$ cat src/design/kpc_pkg.sv
// ----------------------------------------------------------------------------
// kpc_pkg
// Shared types and constants for the key press classifier.
// ----------------------------------------------------------------------------
`default_nettype none

package kpc_pkg;

  // Register widths
  localparam int unsigned DebW    = 8;
  localparam int unsigned LongW   = 10;
  localparam int unsigned IdleW   = 16;
  localparam int unsigned HoldW   = 10;
  localparam int unsigned CfgDataW = 16;
  localparam int unsigned CfgIdxW  = 2;
  // Phase counter: a stored count stays below the largest 10-bit limit
  localparam int unsigned PhCntW  = 10;

  // Register reset values
  localparam logic [DebW-1:0]  DebReset  = 8'd8;
  localparam logic [LongW-1:0] LongReset = 10'd100;
  localparam logic [IdleW-1:0] IdleReset = 16'd500;
  localparam logic [HoldW-1:0] HoldReset = 10'd150;

  // Configuration register indexes
  typedef enum logic [CfgIdxW-1:0] {
    REG_DEBOUNCE     = 2'd0,
    REG_LONG_PRESS   = 2'd1,
    REG_SLEEP_TICKS  = 2'd2,
    REG_HOLDOFF      = 2'd3
  } cfg_reg_t;

  // Event codes
  typedef enum logic [1:0] {
    EV_SHORT = 2'd0,
    EV_LONG  = 2'd1,
    EV_SLEEP = 2'd2,
    EV_READY = 2'd3
  } event_code_t;

  // Classifier phases
  typedef enum logic [2:0] {
    PH_IDLE      = 3'd0,
    PH_DEB_PRESS = 3'd1,
    PH_HOLD      = 3'd2,
    PH_HOLDOFF   = 3'd3,
    PH_WAIT_REL  = 3'd4,
    PH_DEB_REL   = 3'd5
  } phase_t;

  // Register file contents handed to the core
  typedef struct packed {
    logic [DebW-1:0]  debounce;
    logic [LongW-1:0] long_press;
    logic [IdleW-1:0] sleep_ticks;
    logic [HoldW-1:0] holdoff;
  } cfg_t;

  // One classified event from the core
  typedef struct packed {
    logic        fire;
    event_code_t code;
    logic        mode;
  } event_t;

endpackage

`default_nettype wire

$ cat src/design/kpc_tick_if.sv
// ----------------------------------------------------------------------------
// kpc_tick_if
// Tick channel: one item per tick, valid/ready handshake.
// ----------------------------------------------------------------------------
`default_nettype none

interface kpc_tick_if;
  logic valid;
  logic ready;
  logic key_released;
  logic edge_seen;

  modport source (output valid, key_released, edge_seen, input ready);
  modport sink   (input valid, key_released, edge_seen, output ready);
endinterface

`default_nettype wire

$ cat src/design/kpc_event_if.sv
// ----------------------------------------------------------------------------
// kpc_event_if
// Event channel: classified key events, valid/ready handshake.
// ----------------------------------------------------------------------------
`default_nettype none

interface kpc_event_if;
  logic       valid;
  logic       ready;
  logic [1:0] event_code;
  logic       mode_now;

  modport source (output valid, event_code, mode_now, input ready);
  modport sink   (input valid, event_code, mode_now, output ready);
endinterface

`default_nettype wire

$ cat src/design/kpc_cfg_if.sv
// ----------------------------------------------------------------------------
// kpc_cfg_if
// Configuration write channel: register index and write data.
// ----------------------------------------------------------------------------
`default_nettype none

interface kpc_cfg_if;
  logic                          valid;
  logic                          ready;
  logic [kpc_pkg::CfgIdxW-1:0]   index;
  logic [kpc_pkg::CfgDataW-1:0]  data;

  modport source (output valid, index, data, input ready);
  modport sink   (input valid, index, data, output ready);
endinterface

`default_nettype wire

$ cat src/design/kpc_cfg_regs.sv
// ----------------------------------------------------------------------------
// kpc_cfg_regs
// Configuration register file; always ready, data truncated to field width.
// ----------------------------------------------------------------------------
`default_nettype none

module kpc_cfg_regs (
  input  wire logic     clk,
  input  wire logic     rst,
  kpc_cfg_if.sink       cfg,
  output kpc_pkg::cfg_t regs
);

  kpc_pkg::cfg_t regs_q;
  kpc_pkg::cfg_reg_t idx;

  assign cfg.ready = 1'b1;
  assign idx       = kpc_pkg::cfg_reg_t'(cfg.index);
  assign regs      = regs_q;

  // Register writes
  always_ff @(posedge clk) begin
    if (rst) begin
      regs_q.debounce     <= kpc_pkg::DebReset;
      regs_q.long_press   <= kpc_pkg::LongReset;
      regs_q.sleep_ticks  <= kpc_pkg::IdleReset;
      regs_q.holdoff      <= kpc_pkg::HoldReset;
    end else if (cfg.valid) begin
      case (idx)
        kpc_pkg::REG_DEBOUNCE:     regs_q.debounce     <= cfg.data[kpc_pkg::DebW-1:0];
        kpc_pkg::REG_LONG_PRESS:   regs_q.long_press   <= cfg.data[kpc_pkg::LongW-1:0];
        kpc_pkg::REG_SLEEP_TICKS:  regs_q.sleep_ticks  <= cfg.data[kpc_pkg::IdleW-1:0];
        kpc_pkg::REG_HOLDOFF:      regs_q.holdoff      <= cfg.data[kpc_pkg::HoldW-1:0];
        default: ;
      endcase
    end
  end

endmodule

`default_nettype wire

$ cat src/design/kpc_core.sv
// ----------------------------------------------------------------------------
// kpc_core
// Press classifier state machine; advances one tick when step is high.
// ----------------------------------------------------------------------------
`default_nettype none

module kpc_core (
  input  wire logic       clk,
  input  wire logic       rst,
  input  wire logic       step,
  input  wire logic       key_released,
  input  wire logic       edge_seen,
  input  kpc_pkg::cfg_t   regs,
  output kpc_pkg::event_t ev
);

  kpc_pkg::phase_t             phase, phase_next;
  logic [kpc_pkg::PhCntW-1:0]  phase_count, phase_count_next;
  logic [kpc_pkg::IdleW-1:0]   idle_count, idle_count_next;
  logic                        armed, armed_next;
  logic                        mode, mode_next;

  logic [kpc_pkg::PhCntW-1:0]  cnt_inc;
  logic [kpc_pkg::IdleW-1:0]   idle_inc;
  logic [kpc_pkg::PhCntW-1:0]  deb_lim;
  logic [kpc_pkg::PhCntW-1:0]  long_lim;
  logic [kpc_pkg::PhCntW-1:0]  hold_lim;

  assign cnt_inc  = phase_count + kpc_pkg::PhCntW'(1);
  assign idle_inc = idle_count + kpc_pkg::IdleW'(1);
  assign deb_lim  = kpc_pkg::PhCntW'(regs.debounce);
  assign long_lim = kpc_pkg::PhCntW'(regs.long_press);
  assign hold_lim = kpc_pkg::PhCntW'(regs.holdoff);

  // State registers
  always_ff @(posedge clk) begin
    if (rst) begin
      phase       <= kpc_pkg::PH_IDLE;
      phase_count <= '0;
      idle_count  <= '0;
      armed       <= 1'b1;
      mode        <= 1'b0;
    end else if (step) begin
      phase       <= phase_next;
      phase_count <= phase_count_next;
      idle_count  <= idle_count_next;
      armed       <= armed_next;
      mode        <= mode_next;
    end
  end

  // Next state and event
  always_comb begin
    phase_next       = phase;
    phase_count_next = phase_count;
    idle_count_next  = idle_count;
    armed_next       = armed;
    mode_next        = mode;
    ev.fire          = 1'b0;
    ev.code          = kpc_pkg::EV_SHORT;

    case (phase)
      kpc_pkg::PH_DEB_PRESS: begin
        phase_count_next = cnt_inc;
        if (cnt_inc >= deb_lim) begin
          phase_count_next = '0;
          if (key_released) begin
            armed_next = 1'b1;
            phase_next = kpc_pkg::PH_IDLE;
          end else begin
            phase_next = kpc_pkg::PH_HOLD;
          end
        end
      end
      kpc_pkg::PH_HOLD: begin
        phase_count_next = cnt_inc;
        if (key_released) begin
          phase_next       = kpc_pkg::PH_DEB_REL;
          phase_count_next = '0;
          ev.fire          = 1'b1;
          ev.code          = kpc_pkg::EV_SHORT;
        end else if (cnt_inc >= long_lim) begin
          mode_next        = ~mode;
          phase_next       = (hold_lim == '0) ? kpc_pkg::PH_WAIT_REL : kpc_pkg::PH_HOLDOFF;
          phase_count_next = '0;
          ev.fire          = 1'b1;
          ev.code          = kpc_pkg::EV_LONG;
        end
      end
      kpc_pkg::PH_HOLDOFF: begin
        phase_count_next = cnt_inc;
        if (cnt_inc >= hold_lim) begin
          phase_next       = kpc_pkg::PH_WAIT_REL;
          phase_count_next = '0;
        end
      end
      kpc_pkg::PH_WAIT_REL: begin
        if (key_released) begin
          phase_next       = kpc_pkg::PH_DEB_REL;
          phase_count_next = '0;
        end
      end
      kpc_pkg::PH_DEB_REL: begin
        phase_count_next = cnt_inc;
        if (cnt_inc >= deb_lim) begin
          armed_next       = 1'b1;
          phase_next       = kpc_pkg::PH_IDLE;
          phase_count_next = '0;
          ev.fire          = 1'b1;
          ev.code          = kpc_pkg::EV_READY;
        end
      end
      default: begin
        // Idle, and any unused code
        phase_next = kpc_pkg::PH_IDLE;
        if (edge_seen && armed) begin
          armed_next       = 1'b0;
          idle_count_next  = '0;
          phase_next       = kpc_pkg::PH_DEB_PRESS;
          phase_count_next = '0;
        end else if (idle_inc >= regs.sleep_ticks) begin
          idle_count_next = '0;
          ev.fire         = 1'b1;
          ev.code         = kpc_pkg::EV_SLEEP;
        end else begin
          idle_count_next = idle_inc;
        end
      end
    endcase

    ev.mode = mode_next;
  end

endmodule

`default_nettype wire

$ cat src/design/key_press_classifier_top.sv
// ----------------------------------------------------------------------------
// key_press_classifier_top
// Push-button press classifier: short, long, sleep and ready events.
// ----------------------------------------------------------------------------
// Takes one tick item per clock cycle unless a stalled event holds it back.
// An accepted tick sits in an input register while the classifier state
// machine decides its outcome; when the tick moves on, any event it raises
// is registered in the result register and transfers from there. With the
// event side ready, ticks flow back to back. While an event waits on the
// output, one more tick is still taken into the input register and the tick
// side then stalls until the event transfers. Register writes are taken
// every cycle and belong in gaps with no tick in flight.
`default_nettype none

module key_press_classifier_top (
  input  wire logic   clk,
  input  wire logic   rst,
  kpc_tick_if.sink    tick,
  kpc_event_if.source evt,
  kpc_cfg_if.sink     cfg
);

  kpc_pkg::cfg_t   regs;
  kpc_pkg::event_t ev;

  logic s1_valid;
  logic s1_released;
  logic s1_edge;
  logic s1_go;

  logic                 out_valid;
  kpc_pkg::event_code_t out_code;
  logic                 out_mode;

  // Input stage moves on when the result slot is free or draining
  assign s1_go      = s1_valid && (!out_valid || evt.ready);
  assign tick.ready = !s1_valid || s1_go;

  assign evt.valid      = out_valid;
  assign evt.event_code = out_code;
  assign evt.mode_now   = out_mode;

  kpc_cfg_regs u_cfg (
    .clk  (clk),
    .rst  (rst),
    .cfg  (cfg),
    .regs (regs)
  );

  kpc_core u_core (
    .clk          (clk),
    .rst          (rst),
    .step         (s1_go),
    .key_released (s1_released),
    .edge_seen    (s1_edge),
    .regs         (regs),
    .ev           (ev)
  );

  // Input register
  always_ff @(posedge clk) begin
    if (rst) begin
      s1_valid <= 1'b0;
    end else if (tick.valid && tick.ready) begin
      s1_valid <= 1'b1;
    end else if (s1_go) begin
      s1_valid <= 1'b0;
    end
  end

  always_ff @(posedge clk) begin
    if (tick.valid && tick.ready) begin
      s1_released <= tick.key_released;
      s1_edge     <= tick.edge_seen;
    end
  end

  // Result register
  always_ff @(posedge clk) begin
    if (rst) begin
      out_valid <= 1'b0;
    end else if (s1_go) begin
      out_valid <= ev.fire;
    end else if (evt.ready) begin
      out_valid <= 1'b0;
    end
  end

  always_ff @(posedge clk) begin
    if (s1_go && ev.fire) begin
      out_code <= ev.code;
      out_mode <= ev.mode;
    end
  end

endmodule

`default_nettype wire

$ cat src/flat_wrapper.sv
// flat-port wrapper written by rule: the top's interface ports become plain ports
module key_press_classifier_top_flat 
  (clk, rst, tick_valid, tick_key_released, tick_edge_seen, tick_ready, evt_valid, evt_event_code, evt_mode_now, evt_ready, cfg_valid, cfg_index, cfg_data, cfg_ready);
  kpc_tick_if tick_i ();
  kpc_event_if evt_i ();
  kpc_cfg_if cfg_i ();
  input  wire logic clk;
  input  wire logic rst;
  input wire logic [$bits(tick_i.valid)-1:0] tick_valid;
  input wire logic [$bits(tick_i.key_released)-1:0] tick_key_released;
  input wire logic [$bits(tick_i.edge_seen)-1:0] tick_edge_seen;
  output wire logic [$bits(tick_i.ready)-1:0] tick_ready;
  output wire logic [$bits(evt_i.valid)-1:0] evt_valid;
  output wire logic [$bits(evt_i.event_code)-1:0] evt_event_code;
  output wire logic [$bits(evt_i.mode_now)-1:0] evt_mode_now;
  input wire logic [$bits(evt_i.ready)-1:0] evt_ready;
  input wire logic [$bits(cfg_i.valid)-1:0] cfg_valid;
  input wire logic [$bits(cfg_i.index)-1:0] cfg_index;
  input wire logic [$bits(cfg_i.data)-1:0] cfg_data;
  output wire logic [$bits(cfg_i.ready)-1:0] cfg_ready;
  assign tick_i.valid = tick_valid;
  assign tick_i.key_released = tick_key_released;
  assign tick_i.edge_seen = tick_edge_seen;
  assign tick_ready = tick_i.ready;
  assign evt_valid = evt_i.valid;
  assign evt_event_code = evt_i.event_code;
  assign evt_mode_now = evt_i.mode_now;
  assign evt_i.ready = evt_ready;
  assign cfg_i.valid = cfg_valid;
  assign cfg_i.index = cfg_index;
  assign cfg_i.data = cfg_data;
  assign cfg_ready = cfg_i.ready;
  key_press_classifier_top u_core (.clk(clk), .rst(rst), .tick(tick_i), .evt(evt_i), .cfg(cfg_i));
endmodule
$ cat config.mk
export PLATFORM = sky130hd
export DESIGN_NAME = key_press_classifier_top_flat
export DESIGN_NICKNAME = d
export VERILOG_FILES = /design/src/design/kpc_pkg.sv /design/src/design/kpc_tick_if.sv /design/src/design/kpc_event_if.sv /design/src/design/kpc_cfg_if.sv /design/src/design/kpc_cfg_regs.sv /design/src/design/kpc_core.sv /design/src/design/key_press_classifier_top.sv /design/src/flat_wrapper.sv
export SDC_FILE = /design/constraint.sdc
export NUM_CORES = 1
export LEC_CHECK = 0
export ABC_AREA = 1
export BUFFER_PORTS_ARGS = -buffer_cell sky130_fd_sc_hd__buf_2
export CORE_MARGIN = 3
export CORE_UTILIZATION = 25
export DETAILED_ROUTE_END_ITERATION = 10
export MAX_ROUTING_LAYER = met4
export PLACE_DENSITY = 0.44
export SYNTH_ARGS = -nofsm -noshare
export SYNTH_HDL_FRONTEND = slang
export SYNTH_HIERARCHICAL = 1
export SYNTH_SLANG_ARGS = --single-unit
$ cat constraint.sdc
create_clock -name clk -period 3.7 [get_ports clk]
set_clock_uncertainty 0.15 [all_clocks]
set_input_delay 0.185 -clock clk [delete_from_list [all_inputs] [get_ports clk]]
set_output_delay 0.185 -clock clk [all_outputs]
set_load 0.05 [all_outputs]
======== Word-level counts from Yosys, hierarchy flattened ========
Cells that the tools add are included.
storage, ports and cells
  flip-flop bits (word level) ............. 82
  input bits .............................. 25
  word-level logic and storage cells ...... 101
operators by class
  $add $sub $neg .......................... 2
  magnitude comparators ................... 4
  equal/unequal tests ..................... 14
  muxes and demuxes ....................... 37
  bitwise gates (word level) .............. 3
  reductions and logical operators ........ 26
operator list
  operator               count
  $mux 10                6
  $pmux 10 s4            1
  $mux 3                 12
  $mux 16                2
  $ge 10x10->1           2
  $add 16x1->16 const B  1
  $ge 16x16->1           1
  $pmux 3 s5             1
  $mux 1                 12
  $reduce_and 6->1       2
  $add 10x1->10 const B  1
  $ge 10x8->1            1
  $logic_not 10->1       1
  $reduce_and 2->1       5
  $pmux 3 s3             1
  $eq 3x2->1 const B     2
  $eq 3x3->1 const B     2
  $ne 2x2->1 const B     3
  $reduce_or 3->1        2
  $reduce_bool 5->1      1
  $reduce_or 5->1        1
  $eq 2x2->1 const B     2
  $logic_and 1x1->1      4
  $ne 2x1->1 const B     2
  13 further kinds       18

======== Logic depth before layout (Yosys ltp) ========
  word-level depth ........................ 6
  depth in mapped cells ................... 20

======== Cells and area by module ========
Netlist, hierarchy kept.
modules (own cells, without submodules)
  module                    times used  cells an instance  area each (sq um)
  kpc_core                  1           494                3301.9
  kpc_cfg_regs              1           262                1786.7
  key_press_classifier_top  1           23                 259.0

======== Least setup slack after synthesis ========
Ideal clock, no wire load.
  kind .................................... register to register
  from .................................... register u_core/u_core/idle_count[0] (netlist bit)
  to ...................................... register u_core.out_code[0] (netlist: u_core/evt.event_code[0]) (enable)
  setup time .............................. 0.319 ns
  data arrival time ....................... 2.518 ns
  path slack .............................. 0.713 ns
  cell stages (with the launch flop) ...... 18
  buffers on the path ..................... 0
  clock period less this slack ............ 2.987 ns
  path through ............................ dfxtp_1 -> ha_1 -> nand3_1 -> nor3_2 -> nand3_2 -> nor2_2 -> nand2_1 -> xor2_1 -> inv_2 -> ha_1 -> nand2_1 -> nor3_1 -> nand3_1 -> nand3_1 -> nand2_1 -> nand3_1 -> inv_1 -> nor2_1
RTL lines
  item                    RTL line                        text
  start, declared         kpc_core.sv:19                  logic [kpc_pkg::IdleW-1:0] idle_count, idle_count_next;
  start signal, assigned  kpc_core.sv:46                  idle_count <= idle_count_next;
  end signal, assigned    key_press_classifier_top.sv:91  out_code <= ev.code;
  end, declared           key_press_classifier_top.sv:32  kpc_pkg::event_code_t out_code;

==> impl_results.md <==
- Status: completed
- Multi-input logic area: approximately 3000 um2
- Die ar.: 23180 um2
- Synth Net Count: 848
- Hold Crit Depth: 3
- Vias per std cell: 4.136
- Post-Syn Instances: 779
- Cells on worst reg2reg path: 17
- Setup tns final: 0 ns
- CP Max Fanout: 5
- Routed len/inst: 11.92 um
- Design area: 6173 um2
- GRT Total Usage: between 10% and 20%
- Largest net degree at the start of global routing: 45
- EDFF count, synth: 5
- Vias in the first global route: 4391
- First-pass GRT wire length: between 20 and 25 mm
- DRC viols: 0
- Initial antenna violation count: 0
- Worst R2R Start: u_core/u_core/idle_count[0]$_SDFFE_PP0P_
- Routed Wire Length: about 13 mm
- Slowest cell on the critical path: dfxtp_1
- Reg-to-Reg End: u_core/evt.mode_now$_DFFE_PP_
- Area delta synth->final: 15.44%
- Dpl hpwl: 9.820 mm
- CTS tree: yes
- Area after DPL: ~5700 um2
- Clock buffer depth: 2
- Crit path buf inv count: 2
- Clock sinks: 82
- Site Rows: 52
- CP max stage delay: 0.41 ns
- Synth Register Bits: 82
- Register area share after synthesis: 31.63%
- Leakage power: between 3 and 4 nW
- Post-synth ARST share: 0%
- H-tree depth: 3
- GPL Wtd Cong: 0.8383
- Worst-path clk slew: 0.06 ns
- Setup slack, reg-to-reg: a little under 0.4 ns
- Yosys warnings: 6
- Max-cap violations: 0
- I/O Buffers: 29
- Drt initial violations: 229
- Crit path launch type: flop
- Die W: between 150 and 200 um
- Fmax: 301.7 MHz
- Drt pass-1 iters: 4
- Nets: 887
- Crit. End Element: flop
- Slew margin rel.: a little over half
- CP Data Arrival Time: between 3 and 4 ns
- I/O pin cnt: 31
- WHS Endpoint: u_core/u_cfg/regs[9]$_SDFFE_PP0P_
- Final min period: roughly 3.3 ns
- PwrDens: 340.7 nW/um2
- PostCTS Resize Cnt: 0
- Hold/Removal Path Class: in2reg
- Via count: 4517
- Slew @ Worst Pin: 0.6999 ns
- Core box area: 20620 um2
- Max IR drop VDD: approximately 0.00019 V
- Synth cell types: 40
- Most used cell, CP: nand3_1
- Number of diodes: 0
- Delay-heaviest family, CP: simple AND/OR/NAND/NOR gates
- Register area: 1692 um2
- Worst skew pair latency: 0.34 ns
- Fin. Hold Viols: 0
- Avg Cell Area, Syn: 6.865 um2
- Worst path required time: 3.57 ns
- Cell Chain, Critical Path: ha_1 -> nand3_1 -> nor3_2 -> nand3_2 -> nor2_2 -> nand2_1 -> xor2_1 -> inv_2 -> ha_1 -> nand2_1 -> nor3_1 -> nand3_1 -> nand3_1 -> nand2_1 -> nand3_1 -> inv_1 -> nor2_1
- Initial core utilization: 25.93%
- RSZ-0062 raised after global routing: false
- Post-Syn Area: around 5300 um2
- Final period util: 89.58%
- Layout fillers: about 2300
- Cts bufs inserted: 9
- Antenna viol nets, final: 0
- Root Buffer: clkbuf_16
- Gr ovfl total: 0
- Vertical die dimension: roughly 150 um
- Hold_sp: cfg_data[9]
- Crit Path Class: reg2reg
- Layout cells sized above 1: between 10% and 20%
- Synth Flop Type: dfxtp_1
- # setup viols final: 0
- Final slew viol count: 0
-- power breakdown --
group	total [mW]	switching (mW)	internal (mW)
Sequential	0.945	0.0212	0.924
Combinational	0.264	0.174	0.0896
Clock	0.894	0.375	0.519
-- flip-flops by register name (all words and copies together), names as in the netlist --
name,flops
u_core/u_core/phase_count,10
u_core/u_cfg/regs,44
u_core/s1_valid,1
u_core/evt.mode_now,1
u_core/s1_edge,1
u_core/u_core/idle_count,16
u_core/u_core/mode,1
u_core/u_core/phase,3
u_core/evt.valid,1
u_core/u_core/armed,1
u_core/evt.event_code,2
u_core/s1_released,1
-- worst register-to-register path, cell delays in order, from the launching register on --
cell and delay, ns:
dfxtp_1 0.41, ha_1 0.21, nand3_1 0.13, nor3_2 0.27
nand3_2 0.14, nor2_2 0.15, nand2_1 0.08, xor2_1 0.16
inv_2 0.05, ha_1 0.26, nand2_1 0.05, nor3_1 0.23
nand3_1 0.10, nand3_1 0.16, nand2_1 0.09, nand3_1 0.08
inv_1 0.06, nor2_1 0.22
-- how the worst max path moves through the flow --
stage / cells after the start / slack, ns / from / endpoint
after floorplan: 17 / 0.71 / u_core/u_core/idle_count[0]$_SDFFE_PP0P_ / u_core/evt.event_code[0]$_DFFE_PP_
after global placement: 17 / 0.41 / u_core/u_core/idle_count[0]$_SDFFE_PP0P_ / u_core/evt.event_code[1]$_DFFE_PP_
after detailed placement: 17 / 0.36 / u_core/u_core/idle_count[0]$_SDFFE_PP0P_ / u_core/evt.event_code[0]$_DFFE_PP_
after CTS: 17 / 0.35 / u_core/u_core/idle_count[0]$_SDFFE_PP0P_ / u_core/evt.mode_now$_DFFE_PP_
after global routing: 17 / 0.004 / u_core/u_core/idle_count[0]$_SDFFE_PP0P_ / u_core/evt.event_code[1]$_DFFE_PP_
final: 17 / 0.39 / u_core/u_core/idle_count[0]$_SDFFE_PP0P_ / u_core/evt.mode_now$_DFFE_PP_
-- cells in the mapped netlist, types with 10 or more instances --
cell type	number	area share [%]
nand2_1	202	14
inv_1	131	9.2
dfxtp_1	77	29
nor2_1	77	5.4
nand3_1	59	5.5
ha_1	44	10
a21oi_1	41	3.8
nand3_2	19	3.6
xor2_1	13	2.1
a21oi_2	11	1.8
o21ai_0	11	1.0
inv_2	10	0.70
nand4_1	10	1.2
-- area by class of cell --
type,instances,area share (%)
flip-flops and latches,82,27.40
multi-input cells,531,48.07
inverters,143,8.735
repair buffers,51,5.715
clock buffers,10,3.709
clock inverters,5,0.8918
well taps,270,5.472
-- logic make-up after synthesis --
kind of cell / count (synthesis) / share of synthesized area, %
AOI/OAI and AO/OA: 69 / 7.417
xor gates and xnor gates: 16 / 2.761
adders and majority gates: 44 / 10.29
buffers and inverters: 166 / 12.87
DFF: 82 / 31.63
other: 1 / 0.07012
and+or+nand+nor: 401 / 34.96
-- per-stage QoR --
step	utilization, %	std cells	power, mW	hold slack, ns	setup slack (ns)
final	29.93	1092	2.103	0.003300	0.3856
after global routing	29.93	1092	2.217	0.01638	0.003823
after detailed placement	27.73	1060	1.218	0.2161	0.3559
after floorplan	-	779	1.155	0.1041	0.7131
after global placement	27.73	1060	1.220	0.2142	0.4145
after CTS	29.93	1092	2.147	0.008524	0.3510
-- placed cells by master, fill, tap and decap left out, types with 5 or more instances in the layout --
cell type and instances:
inv_2 10, nand2_1 202, inv_1 131, edfxtp_1 5, xor2_1 13, nor2_2 7, a21oi_1 41, nand2_2 7
a21oi_2 11, nand3_2 19, nand4_1 10, dfxtp_1 77, nor3_1 7, o21ai_0 11, clkbuf_16 9, nand3_1 59
ha_1 44, buf_4 5, nor2_4 5, nor2_1 77, buf_2 29, dlygate4sd3_1 17
-- per-layer routing --
metal	track usage (%)	vias up	part of all wire [%]
met5	-	-	0
met4	2.740	0	1.2
met3	2.755	7	2.5
met2	20.05	26	47
met1	14.38	1978	49
li1	-	2506	-
-- repair_timing --
| action | 4_1_cts | 5_1_grt |
|---|---|---|
| buffers inserted | 0 | 0 |
| hold buffers | 17 | 0 |
| endpoints found under the hold margin | 23 | 0 |
Power figures use the tool's default switching activity.
